### src/hw/rtl/lnr_pkg.sv
// Shared types and constants for the row layer-normalisation block.
package lnr_pkg;

    localparam int SMP_W   = 16;   // Q8.8 sample, gain and offset width
    localparam int CNT_W   = 7;    // row fill count width
    localparam int TOT_W   = 22;   // running sum of samples
    localparam int DIV_W   = 42;   // shared divider operand width
    localparam int SQ_W    = 41;   // sum of squared deviations
    localparam int QDEPTH  = 4;    // front-to-back queue depth
    localparam int QPTR_W  = 2;
    localparam int CFG_IDX_W = 2;
    localparam int CFG_DAT_W = 16;

    localparam logic [CFG_IDX_W-1:0] CFG_EPS        = 2'd0;
    localparam logic [CFG_IDX_W-1:0] CFG_USE_GAIN   = 2'd1;
    localparam logic [CFG_IDX_W-1:0] CFG_USE_OFFSET = 2'd2;

    typedef struct packed {
        logic signed [SMP_W-1:0] sample;
        logic signed [SMP_W-1:0] gain;
        logic signed [SMP_W-1:0] offset;
        logic                    row_end;
        logic                    drop;
    } lnr_item_t;

    typedef struct packed {
        logic [SMP_W-1:0] eps;
        logic             use_gain;
        logic             use_offset;
    } lnr_cfg_t;

endpackage

### src/hw/rtl/lnr_front.sv
// Input front end: accepts items and marks those beyond the row capacity.
module lnr_front #(
    parameter int ROW_CAPACITY = 64
) (
    input  logic                    clk,
    input  logic                    rst_n,
    input  logic                    s_tvalid,
    output logic                    s_tready,
    input  logic [47:0]             s_tdata,
    input  logic                    s_tlast,
    input  logic                    q_full,
    output logic                    q_push,
    output lnr_pkg::lnr_item_t      q_item
);

    logic [lnr_pkg::CNT_W-1:0] fcnt_reg;
    logic                      at_cap;

    assign s_tready = !q_full;
    assign q_push   = s_tvalid && !q_full;
    assign at_cap   = (fcnt_reg == lnr_pkg::CNT_W'(ROW_CAPACITY));

    always_comb
    begin
        q_item.sample  = s_tdata[15:0];
        q_item.gain    = s_tdata[31:16];
        q_item.offset  = s_tdata[47:32];
        q_item.row_end = s_tlast;
        q_item.drop    = at_cap;
    end

    // Mirror of the row fill count, so that drops are decided on entry.
    always_ff @(posedge clk or negedge rst_n)
    begin
        if (!rst_n)
        begin
            fcnt_reg <= '0;
        end
        else if (q_push)
        begin
            if (s_tlast)
                fcnt_reg <= '0;
            else if (!at_cap)
                fcnt_reg <= fcnt_reg + 1'b1;
        end
    end

endmodule

### config.mk
export PLATFORM = sky130hd
export DESIGN_NAME = lnr_front
export DESIGN_NICKNAME = d
export VERILOG_FILES = /design/src/hw/rtl/lnr_pkg.sv /design/src/hw/rtl/lnr_front.sv
export SDC_FILE = /design/constraint.sdc
export NUM_CORES = 1
export LEC_CHECK = 0
export BUFFER_PORTS_ARGS = -buffer_cell sky130_fd_sc_hd__buf_2
export CAP_MARGIN = 20
export CORE_MARGIN = 1.5
export CORE_UTILIZATION = 32
export CTS_CLUSTER_SIZE = 14
export DETAILED_ROUTE_END_ITERATION = 7
export PLACE_DENSITY = 0.88
export SYNTH_ARGS = -nofsm -noshare
export SYNTH_HDL_FRONTEND = slang
export SYNTH_SLANG_ARGS = --single-unit
### constraint.sdc
create_clock -name clk -period 1.84 [get_ports clk]
set_clock_uncertainty 0.05 [all_clocks]
set_input_delay 0.184 -clock clk [delete_from_list [all_inputs] [get_ports clk]]
set_output_delay 0.184 -clock clk [all_outputs]
set_load 0.01 [all_outputs]
# == After elaboration in Yosys (flattened, before gate mapping) ==
# Cells that the tools add are included.
# word_totals
ff_bits,7
# op_classes
muxes,2
eq_ne,2
addsub,1
n_reduce_logical,3
# ops
cell,count
$mux 7,2
$add 7x1->7 const B,1
$eq 7x7->1 const B,1
$ne 2x2->1 const B,1
$reduce_and 2->1,1
$logic_and 1x1->1,1
$logic_not 1->1,1

# == Depth between registers and ports, before layout ==
# logic_depth
depth_word,3
depth_mapped,6
ltp_nobuf,6

# == Worst setup path after synthesis ==
# OpenSTA, ideal clock, no wires.
# synth_path
path_type,register -> output
startpoint,register fcnt_reg[2] (netlist name)
endpoint,output q_item[0] (netlist name)
required_time_ps,1606
setup_slack_ps,265
stages_incl_launch_ff,5
arrival_ps,1341
n_path_buf,1
cell_sequence,dfrtp_1 > or4_4 > or2_4 > inv_1 > buf_4
# synth_between
elab_chain_len,1
# synth_lines
element,line,source
start: declaration,lnr_front.sv:16,logic [lnr_pkg::CNT_W-1:0] fcnt_reg;
start signal: assignment,lnr_front.sv:44,fcnt_reg <= fcnt_reg + 1'b1;
$eq 7x7->1,lnr_front.sv:21,assign at_cap = (fcnt_reg == lnr_pkg::CNT_W'(ROW_CAPACITY));
end: declaration,lnr_front.sv:13,output lnr_pkg::lnr_item_t q_item
# No other way between the ends.

==> impl_metrics.json <==
{
  "ys_ff_latch": 7,
  "ys.flop_type": "dfrtp_1",
  "track_usage_pct": 10.6,
  "start_util_pct": 33.8,
  "fin_crit_ns": 1.82,
  "vdd_drop_max_v": 0.000260,
  "die_h_um": 54.2,
  "yosysMostFrequentCell": "buf_4",
  "drc_errors": 0,
  "io_pins": 105,
  "slew_headroom_pct": 79.8,
  "hold_ws_ns": 0.238,
  "finalSetupViolCount": 0,
  "synth_compound_area_share_pct": 9.55,
  "crit_path_max_fanout": 2,
  "nNetsFinal": 126,
  "num_vias": 517,
  "rows": 18,
  "grt_overflow": 0,
  "arrival_ns": 1.59,
  "critPathLaunchType": "register",
  "final_antenna_net_count": 0,
  "fmax_mhz": 549,
  "syn-cell-area_sq_um": 838,
  "routed_wl_um": 1520,
  "cts_buffers": 3,
  "ys_async_sr_fraction_pct": 100,
  "htree_levels": 1,
  "status": "completed",
  "critPathKind": "reg2out",
  "synthAdderAreaFrac_pct": 2.99,
  "die-area_sq_um": 2940,
  "synth_edf_count": 0,
  "synth.area.mux_share_pct": 0,
  "crit_path_top_delay_cell": "or4_4",
  "tightest_slew_ns": 0.303,
  "finalCritPeriodShare_pct": 99.1,
  "cp-end-kind": "output port",
  "netlist_instances": 102,
  "n_antenna_cell": 0,
  "grt_pass1_wl_um": 2120,
  "p_leak_nw": 0.281,
  "gp_congestion": 0.736,
  "cts_tree": "yes",
  "cts_root_buf": "clkbuf_4",
  "max_stage_delay_ns": 0.54,
  "clockBufferDepth": 2,
  "io_buffers": 8,
  "die_x_um": 54.2,
  "dp.cells": 89,
  "synth_seq_area_share_pct": 20.9,
  "clock_sink_count": 7,
  "largest_register_ff_count": 7,
  "crit_path_cell_trace": "or4_4 > or2_4 > inv_2 > buf_6",
  "drv_slew": 0,
  "drt_iter0_drc": 11,
  "synth.distinct_cells": 20,
  "finalHoldViolCount": 0,
  "clk_latency_ns": 0.26,
  "synthSimpleGateAreaFrac_pct": 16.4,
  "clk_pin_slew_ns": 0.05,
  "yosysTopAreaCellShare_pct": 44.8,
  "p_per_area_nw_per_um2": 831,
  "grt_pass1_vias": 535,
  "ys_warn_count": 0,
  "cp_data_required_time_ns": 1.61,
  "synth_xor_xnor_area_share_pct": 0,
  "syn_to_final_growth_pct": -26.0,
  "stdcell_count": 100,
  "min_path_type": "in2async",
  "critPathBufInv": 2,
  "coreArea_sq_um": 2480,
  "wl_per_cell_um": 15.2,
  "synth_area_per_cell_sq_um": 8.22,
  "yosysTopAreaCell": "buf_4",
  "maxCapViolations": 0,
  "antenna_found_initial": 0,
  "synth.net_count": 157,
  "tns_ns": 0,
  "synth_top_family_by_area": "buffers and inverters",
  "drt-vias-per-instance": 5.17,
  "dr.pass1.iters": 4,
  "synth_common_cells": "50 x buf_4, 7 x dfrtp_1, 7 x nand2_1, 6 x inv_1, 5 x nand3_1",
  "grt_start_max_net_pins": 11,
  "crit_family": "simple AND/OR/NAND/NOR gates",
  "hpwl_um": 1060,
  "synth_area_leaders": "buf_4 45%, dfrtp_1 21%, nand2_1 3.1%",
  "layout-drive-gt1-share_pct": 34.3
}
[metal layers]
metal  routed length [um]  vias up  share of wire (%)  track usage, %
met1                  513      229                 34            7.53
met4                   70        0                4.6            12.1
met3                  189       13                 12            5.83
met5                    0        -                  0               0
met2                  748       48                 49            17.9
li1                     -      227                  -               -
[worst paths after layout]
check	startpoint	end	cells after the start	slack [ns]
setup / recovery	fcnt_reg[3]	q_item[0]	4	0.02
hold / removal	rst_n	fcnt_reg[2]	2	0.24
setup reg to reg	fcnt_reg[3]	fcnt_reg[0]	4	0.07
hold reg to reg	fcnt_reg[6]	fcnt_reg[6]	2	0.53
max in group asynchronous	rst_n	fcnt_reg[1]	2	1.34
min in group clk	s_tlast	fcnt_reg[1]	2	0.27
[cell type report]
type,count,area [sq um]
Fill cell,258,1860
Multi-Input combinational cell,37,250
Sequential cell,7,175
Timing Repair Buffer,16,109
Tap cell,30,37.5
Clock buffer,4,26.3
Inverter,6,22.5
[what timing repair did]
item | 4_1_cts | 5_1_grt
gates resized for setup | 2 | 1
hold buffers | 1 | 0
pin swaps | 2 | 1
cloned | 0 | 0
setup endpoints to repair | 1 | 2
setup buffers | 5 | 1
hold endpoints to repair | 7 | 0
[cells in the final DEF (no fill, tap or decap), types with 2 or more instances in the layout]
master     instances
clkbuf_4           3
nor2_1             4
buf_4              7
o2111ai_1          2
a311o_1            2
nor4_1             2
and2_0             2
nand3_1            5
ha_1               2
o211ai_1           2
or4b_2             2
dfrtp_1            7
buf_2              7
nand2_1            7
inv_1              5
[report_power, final]
group | switching, W | leakage [nW] | internal [W]
Combinational | 0.0000882 | 0.183 | 0.0000736
Sequential | 0.0000316 | 0.0828 | 0.000184
Clock | 0.0000555 | 0.0150 | 0.0000827
[through the flow]
stage | total power, W | util [%] | worst slack (ns) | cell area, sq um
floorplan | 0.000412 | - | 0.265 | 838
global placement | 0.000327 | 21.2 | 0.239 | 526
detailed placement | 0.000342 | 21.2 | 0.116 | 526
CTS | 0.000505 | 24.4 | 0.00283 | 606
global route | 0.000553 | 25.1 | -0.00831 | 621
finish | 0.000516 | 25.1 | 0.0169 | 621
[cell families (layout without fill, tap and decap cells)]
| group | after synthesis | in the layout |
|---|---|---|
| compound gates | 10 | 10 |
| buf+inv | 58 | 26 |
| fa+ha+maj | 2 | 2 |
| flops | 7 | 7 |
| simple gates | 25 | 25 |
No activity file was read; power rests on OpenSTA's default activity.
