**config.mk**
```make
export PLATFORM = sky130hd
export DESIGN_NAME = lnr_fifo
export DESIGN_NICKNAME = d
export VERILOG_FILES = /design/src/hw/rtl/lnr_pkg.sv /design/src/hw/rtl/lnr_fifo.sv
export SDC_FILE = /design/constraint.sdc
export NUM_CORES = 1
export LEC_CHECK = 0
export ABC_AREA = 1
export BUFFER_PORTS_ARGS = -buffer_cell sky130_fd_sc_hd__buf_2
export CAP_MARGIN = 40
export CORE_ASPECT_RATIO = 1.25
export CORE_MARGIN = 8
export CORE_UTILIZATION = 62
export CTS_BUF_LIST = sky130_fd_sc_hd__clkbuf_16
export DETAILED_ROUTE_END_ITERATION = 10
export PLACE_DENSITY_LB_ADDON = 0.15
export SYNTH_ARGS = -nofsm -noshare
export SYNTH_HDL_FRONTEND = slang
export SYNTH_SLANG_ARGS = --single-unit
export TNS_END_PERCENT = 30
```
**constraint.sdc**
```tcl
create_clock -name clk -period 4.6 [get_ports clk]
set_input_delay 0.23 -clock clk [delete_from_list [all_inputs] [get_ports clk]]
set_output_delay 0.23 -clock clk [all_outputs]
set_load 0.1 [all_outputs]
```
**src/hw/rtl/lnr_pkg.sv**
```systemverilog
// Shared types and constants for the row layer-normalisation block.
package lnr_pkg;

    localparam int SMP_W   = 16;   // Q8.8 sample, gain and offset width
    localparam int CNT_W   = 7;    // row fill count width
    localparam int TOT_W   = 22;   // running sum of samples
    localparam int DIV_W   = 42;   // shared divider operand width
    localparam int SQ_W    = 41;   // sum of squared deviations
    localparam int QDEPTH  = 4;    // front-to-back queue depth
    localparam int QPTR_W  = 2;
    localparam int CFG_IDX_W = 2;
    localparam int CFG_DAT_W = 16;

    localparam logic [CFG_IDX_W-1:0] CFG_EPS        = 2'd0;
    localparam logic [CFG_IDX_W-1:0] CFG_USE_GAIN   = 2'd1;
    localparam logic [CFG_IDX_W-1:0] CFG_USE_OFFSET = 2'd2;

    typedef struct packed {
        logic signed [SMP_W-1:0] sample;
        logic signed [SMP_W-1:0] gain;
        logic signed [SMP_W-1:0] offset;
        logic                    row_end;
        logic                    drop;
    } lnr_item_t;

    typedef struct packed {
        logic [SMP_W-1:0] eps;
        logic             use_gain;
        logic             use_offset;
    } lnr_cfg_t;

endpackage

```
**src/hw/rtl/lnr_fifo.sv**
```systemverilog
// Short queue between the front end and the normalisation engine.
module lnr_fifo (
    input  logic               clk,
    input  logic               rst_n,
    input  logic               push,
    input  lnr_pkg::lnr_item_t push_item,
    output logic               full,
    input  logic               pop,
    output logic               not_empty,
    output lnr_pkg::lnr_item_t pop_item
);

    lnr_pkg::lnr_item_t              slot_reg [lnr_pkg::QDEPTH];
    logic [lnr_pkg::QPTR_W-1:0]      wr_reg;
    logic [lnr_pkg::QPTR_W-1:0]      rd_reg;
    logic [lnr_pkg::QPTR_W:0]        used_reg;

    assign full      = (used_reg == (lnr_pkg::QPTR_W+1)'(lnr_pkg::QDEPTH));
    assign not_empty = (used_reg != '0);
    assign pop_item  = slot_reg[rd_reg];

    always_ff @(posedge clk)
    begin
        if (push)
            slot_reg[wr_reg] <= push_item;
    end

    always_ff @(posedge clk or negedge rst_n)
    begin
        if (!rst_n)
        begin
            wr_reg   <= '0;
            rd_reg   <= '0;
            used_reg <= '0;
        end
        else
        begin
            if (push)
                wr_reg <= wr_reg + 1'b1;
            if (pop)
                rd_reg <= rd_reg + 1'b1;
            if (push && !pop)
                used_reg <= used_reg + 1'b1;
            else if (pop && !push)
                used_reg <= used_reg - 1'b1;
        end
    end

endmodule

```
======== After elaboration in Yosys (flattened, before gate mapping) ========
Memory sizes are Yosys's and may differ from the RTL's.
Index checks and enable logic that the tools add are counted.
storage, ports and cells
  bits in writable memories ............... 200
  memories ................................ 1
  flip-flop bits (word level) ............. 7
  output and inout bits ................... 52
memory list
  name      words  width  read ports  clocked after memory_dff  write ports  line            text
  slot_reg  4      50     1           0                         1            lnr_fifo.sv:13  lnr_pkg::lnr_item_t slot_reg [lnr_pkg::QDEPTH];
cells by class
  $add $sub $neg .......................... 4
  eq/ne operators ......................... 1
  reduce and logical (&&, ||, !) cells .... 6
  multiplexer cells ....................... 4
operators with widths
  cell                                               number
  2-to-1 mux 3 bit                                   2
  adder 2 x 1 -> 2 bit (second input constant)       2
  adder 3 x 1 -> 3 bit (second input constant)       1
  equality test 3 bit (second input constant)        1
  nonzero test 3 bit                                 1
  subtractor 3 x 1 -> 3 bit (second input constant)  1
  logical AND 1 bit                                  2
  zero test 1 bit                                    2
  2-to-1 mux 1 bit                                   2
  nonzero test 2 bit                                 1

======== Depth between registers and ports, before layout ========
Gate-level depths: netlist of run 1.
  depth after elaboration ................. 4
  mapped depth ............................ 9
  depth with buffers taken out ............ 9

======== Worst setup path before layout of run 1 ========
Ideal clock, no wire load.
  path kind ............................... flip-flop to output port
  start ................................... register used_reg[0] (netlist name)
  end ..................................... output port full
  cell stages (with the launch flop) ...... 2
  arrival ................................. 2.503 ns
  path slack .............................. 1.867 ns
  required time ........................... 4.370 ns
  path buffers ............................ 0
  cell sequence ........................... dfrtp_1 -> nor3_1
on the way
  longest elaborated chain between the ends .. 1
ends and longest elaborated chain
  item                    line            text
  from (decl)             lnr_fifo.sv:16  logic [lnr_pkg::QPTR_W:0] used_reg;
  from (signal assigned)  lnr_fifo.sv:43  used_reg <= used_reg + 1'b1;
  from (signal assigned)  lnr_fifo.sv:45  used_reg <= used_reg - 1'b1;
  equality test 3 bit     lnr_fifo.sv:18  assign full = (used_reg == (lnr_pkg::QPTR_W+1)'(lnr_pkg::QDEPTH));
  to (decl)               lnr_fifo.sv:7   output logic full,
Every way passes these cells.

==> results_dict.tcl, run 1 <==
set metrics [dict create \
    rows 47 \
    numCtsBuffers 19 \
    finalHoldViolations 0 \
    htreeDepth 1 \
    synthTopCellsByArea "edfxtp_1 73%, o211ai_1 9.1%, nand2_1 7.4%" \
    drc 0 \
    arrival_ns 2.87 \
    syn2layout_area_growth_pct 20.9 \
    netlist.area_leader.share 0.725 \
    tritoncts "yes" \
    synth_fp_nets 692 \
    postRouteAntennaNets 0 \
    dpl.hpwl_um 9160 \
    setup-violations-final 0 \
    crit_path_end_kind "output port" \
    required_ns 4.37 \
    cp_max_fo 96 \
    worst_pin_slew_ns 0.925 \
    yosys_warnings 0 \
    start_util 0.629 \
    fin_skew_ns 0.0122 \
    core_area_um2 13200 \
    dpl_worst_slack_ns 2.03 \
    hold_depth 2 \
    vias 5132 \
    die_w_um 119 \
    layout-drive-gt1-share 0.182 \
    design_area_um2 10000 \
    synth_seq_area_share 0.746 \
    cts_buffer_depth 3 \
    nets 844 \
    wirelength_um 16200 \
    antennaDiodeCount 0 \
    wl_per_cell_um 16.7 \
    fmax_mhz 323 \
    antenna_found_initial 0 \
    grt_pass1_vias 5243 \
    period_share 0.673 \
    viasPerCell 5.30 \
    hold_class "in2reg" \
    crit_path_start_kind "flop" \
    largest_reg_flops 200 \
    routabilityCongestion 0.757 \
    cts_sinks 207 \
    syn_area_per_cell_um2 13.1 \
    synth_area_leader_cell "edfxtp_1" \
    netlist_instances 632 \
    setup_slack_ns 1.50 \
    die_area_um2 17300 \
    path_class "reg2out" \
    place_area_um2 8930 \
    grt_setup_unrepaired "false" \
    final.setup.tns_ns 0 \
    status "complete, no violations" \
    io_buffers 105 \
    synthesis.area_um2 8280 \
    die_h_um 145 \
    maxCapViolations 0 \
    slew_headroom 0.384 \
    ys_types 19 \
    grt_max_degree 97 \
    grt-ovfl-total 0 \
    groute.usage.overall 0.181 \
    clk_latency_ns 0.48 \
    r2r.worst_path.cells 5 \
    grt_pass1_wl_um 25300 \
    io_pins 106 \
    drt_iter0_markers 264 \
    clock-root-buffer "clkbuf_16" \
    path_clk_slew_ns 0.06 \
    drt_pass1_iterations 5 \
    layout_min_cycle_time_ns 3.10 \
    slew_violations 0 \
    synth-seq-cells 207 \
]
## stage by stage
step | hold slack [ns] | util | std cells
after floorplan | -0.0656 | - | 632
after global placement | 0.0825 | 0.676 | 881
after detailed placement | 0.0805 | 0.678 | 882
after CTS | 0.0496 | 0.760 | 968
after global routing | 0.0721 | 0.760 | 968
final | 0.0546 | 0.760 | 968
## synth_stat cells
master / n
o21ai_1: 1
nand2_1: 164
fa_1: 1
xnor2_1: 1
o211ai_1: 100
nand4_1: 1
inv_2: 1
clkbuf_1: 6
nor2_1: 1
nand3_1: 1
buf_4: 4
edfxtp_1: 200
ha_1: 5
buf_1: 1
xor2_1: 3
dfrtp_1: 7
nor3_1: 1
inv_1: 111
buf_2: 23
## cell families after synthesis
logic type	synth area share
AO/OA/AOI/OAI	0.0913
flip-flops	0.746
XOR/XNOR	0.00423
AND/OR/NAND/NOR	0.0767
buffers and inverters	0.0715
adder cells (fa/ha/maj)	0.00997
## final timing paths
check	from	endpoint	slack, ns
max	rd_reg[0]$_DFFE_PN0P_	pop_item[26]	1.50
min	push	wr_reg[0]$_DFFE_PN0P_	0.05
max reg2reg	wr_reg[1]$_DFFE_PN0P_	slot_reg[1][19]$_DFFE_PP_	2.58
min reg2reg	used_reg[2]$_DFFE_PN0P_	used_reg[2]$_DFFE_PN0P_	0.48
max in group asynchronous	rst_n	rd_reg[1]$_DFFE_PN0P_	4.28
min in group asynchronous	rst_n	rd_reg[0]$_DFFE_PN0P_	0.13
## layer usage
metal,global-route usage,routed length [um]
met2,0.320,8540
met3,0.0380,1010
met1,0.210,6400
met4,0.0676,222
met5,0,0
## area by class of cell
class | instances | area (um^2)
sequential | 207 | 6190
timing repair buffer | 165 | 1120
fill | 826 | 3160
clock buffer | 19 | 475
inverter | 112 | 420
tap | 171 | 214
clock inverter | 15 | 92.6
multi-input combinational | 279 | 1510
## worst max-delay path, stage by stage (launching register included)
cell and delay [ns]:
dfrtp_4 1.04, buf_4 0.56, o211ai_1 0.17, nand2_1 0.15, buf_2 0.44
## cells in the final DEF, fill, tap and decap left out, types with 3 or more instances in the layout
cell and n:
buf_4 7, ha_1 5, clkbuf_16 19, nand2_1 164, inv_1 113, inv_2 5
edfxtp_1 200, clkinv_1 3, xor2_1 3, buf_2 105, clkinv_2 4, dfrtp_1 5
o211ai_1 100, dlygate4sd3_1 52
## timing repair
| item | in CTS | in global routing |
|---|---|---|
| buffers inserted | 0 | 0 |
| hold buffers | 52 | 0 |
| endpoints found under the hold margin | 208 | 0 |
| resized for setup | 0 | 0 |
Power of run 1 is not shown: default switching activity piles up to over one toggle a cycle in this logic, so the estimate is an artifact.
==> run 2, diff against run 1 <==
--- a/config.mk
+++ b/config.mk
@@ -5,12 +5,12 @@
 export SDC_FILE = /design/constraint.sdc
 export NUM_CORES = 1
 export LEC_CHECK = 0
-export ABC_AREA = 1
+export ABC_AREA = 0
 export BUFFER_PORTS_ARGS = -buffer_cell sky130_fd_sc_hd__buf_2
 export CAP_MARGIN = 40
 export CORE_ASPECT_RATIO = 1.25
 export CORE_MARGIN = 8
-export CORE_UTILIZATION = 62
+export CORE_UTILIZATION = 57
 export CTS_BUF_LIST = sky130_fd_sc_hd__clkbuf_16
 export DETAILED_ROUTE_END_ITERATION = 10
 export PLACE_DENSITY_LB_ADDON = 0.15
==> constraint.sdc (replaced) <==
create_clock -name clk -period 3.1 [get_ports clk]
set_input_delay 0.155 -clock clk [delete_from_list [all_inputs] [get_ports clk]]
set_output_delay 0.155 -clock clk [all_outputs]
set_load 0.1 [all_outputs]
==> run 2 against run 1 <==
  * Die area up 0.66%
  * Register-to-register slack worse by 1.3 ns
  * Setup slack worse by 0.95 ns
  * Final cell count fell by 33%
  * Design area fell by 5.6%
  * Critical path depth decreased by 1
  * Routed wire length decreased by 11%
  * First-iteration DRC count is 36% lower
  * Non-clock buffer count is 1 higher
  * Critical endpoint is now pop_item[21]
  * Largest cell class unchanged
==> results_dict.tcl, run 2 <==
set metrics [dict create \
    antenna_found_initial 0 \
    die_w_um 120 \
    synth_area_leader_cell "edfxtp_1" \
    setup-violations-final 0 \
    status "complete, no violations" \
    slew_violations 0 \
    syn2layout_area_growth_pct 23.3 \
    final.setup.tns_ns 0 \
    synth-seq-cells 207 \
    core_area_um2 13200 \
    drt_iter0_markers 170 \
    path_buf_inv 2 \
    routabilityCongestion 0.687 \
    ys_async_sr_fraction 0.0338 \
    slew_headroom 0.644 \
    max_stage_delay_ns 0.76 \
    layout-drive-gt1-share 0.397 \
    clock-root-buffer "clkbuf_16" \
    htreeDepth 1 \
    nets 531 \
    yosys.cell_count.top_type "edfxtp_1" \
    die_h_um 146 \
    drt_pass1_iterations 5 \
    tritoncts "yes" \
    path_class "reg2out" \
    fin_skew_ns 0.00699 \
    vias 3628 \
    synth_seq_area_share 0.806 \
    antennaDiodeCount 0 \
    start_util 0.582 \
    wirelength_um 14400 \
    grt-ovfl-total 0 \
    postRouteAntennaNets 0 \
    path_clk_slew_ns 0.06 \
    wl_per_cell_um 22.1 \
    crit_path_start_kind "flop" \
    multi_input_area_um2 1340 \
    synthTopCellsByArea "edfxtp_1 78%, mux4_2 14%, dfrtp_1 2.3%" \
    synthesis.area_um2 7670 \
    period_share 0.820 \
    synth_fp_nets 356 \
    design_area_um2 9460 \
    cts_sinks 207 \
    required_ns 2.94 \
    hold_class "in2async" \
    fillers 792 \
    io_buffers 105 \
    cp_slowest_cell "dfrtp_4" \
    viasPerCell 5.56 \
    layout_min_cycle_time_ns 2.54 \
    fmax_mhz 394 \
    setup_slack_ns 0.559 \
    final_core_utilization 0.718 \
    finalHoldViolations 0 \
    yosys_warnings 0 \
    grt_max_degree 44 \
    place_area_um2 8400 \
    maxCapViolations 0 \
    dpl.hpwl_um 8580 \
    synth_edf_count 200 \
    clk_latency_ns 0.46 \
    groute.usage.overall 0.169 \
    seqCellArea_um2 6190 \
    crit_path_end_kind "output port" \
    crit_family "flip-flops" \
    synth_ff_type "edfxtp_1" \
    dpl_worst_slack_ns 0.989 \
    postCtsSetupBuffers 0 \
    layout_common_cells "200 x edfxtp_1, 105 x buf_2, 53 x dlygate4sd3_1, 48 x mux4_2, 19 x clkbuf_16" \
    die_area_um2 17400 \
    netlist.area_leader.share 0.783 \
    largest_reg_flops 200 \
    netlist_top_cells_count "200 x edfxtp_1, 48 x mux4_2, 7 x dfrtp_1" \
    rows 47 \
    syn_area_per_cell_um2 25.9 \
    grt_pass1_vias 4153 \
    ys_types 20 \
    netlist_instances 296 \
    grt_setup_unrepaired "false" \
    numCtsBuffers 19 \
    crit_path_cell_trace "buf_4 -> mux4_2 -> buf_2" \
    arrival_ns 2.39 \
    drc 0 \
    grt_pass1_wl_um 22800 \
    cts_buffer_depth 3 \
    cp_max_fo 25 \
    worst_pin_slew_ns 0.535 \
    io_pins 106 \
    final_common_cell "edfxtp_1" \
]
==> run 2: cell count changes after synthesis, sizes merged, moves of 4 or more <==
cell,delta
nand2,-162
inv,-108
o211ai,-100
mux4,+50
buf,-17
clkbuf,-5
and2,+4
==> run 2: through the flow <==
stage               std cells  hold WS [ns]
global placement          568     -0.000279
global route              652        0.0647
floorplan                 296        -0.141
finish                    652        0.0827
detailed placement        568       0.00352
CTS                       652        0.0391
==> run 2: final timing paths <==
| check | startpoint | endpoint | slack, ns | cells past startpoint |
|---|---|---|---|---|
| max | rd_reg[0]$_DFFE_PN0P_ | pop_item[21] | 0.56 | 3 |
| min | rst_n | rd_reg[1]$_DFFE_PN0P_ | 0.08 | 2 |
| max reg2reg | wr_reg[1]$_DFFE_PN0P_ | slot_reg[1][23]$_DFFE_PP_ | 1.32 | 4 |
| min reg2reg | used_reg[2]$_DFFE_PN0P_ | used_reg[2]$_DFFE_PN0P_ | 0.51 | 1 |
| max in group asynchronous | rst_n | rd_reg[0]$_DFFE_PN0P_ | 2.82 | 2 |
| min in group clk | push_item[20] | slot_reg[1][20]$_DFFE_PP_ | 0.44 | 2 |
==> run 2: area by class of cell <==
cell class                 count  share of cell area
inverter                       4             0.00159
tap                          171              0.0226
clock buffer                  19              0.0503
clock inverter                12             0.00529
timing repair buffer         166               0.125
sequential                   207               0.654
multi-input combinational     73               0.142
==> run 2: cell families after synthesis <==
kind of cell	count (synthesis)	share of synthesized area
flops	207	0.806
mux	51	0.149
buf+inv	16	0.0202
simple gates	9	0.00652
xor+xnor	6	0.00685
fa+ha+maj	6	0.0108
compound gates	1	0.000652
==> run 2: timing repair <==
action	in CTS	in global routing
endpoints found under the setup margin	0	0
hold buffers	53	0
resized for setup	0	0
hold endpoints to repair	211	0
==> run 2: routing by layer <==
layer	track usage	routed length [um]
met5	0	0
met1	0.203	5770
met3	0.0400	794
met2	0.297	7670
met4	0.0426	159
Power of run 2 is left out for the same reason.
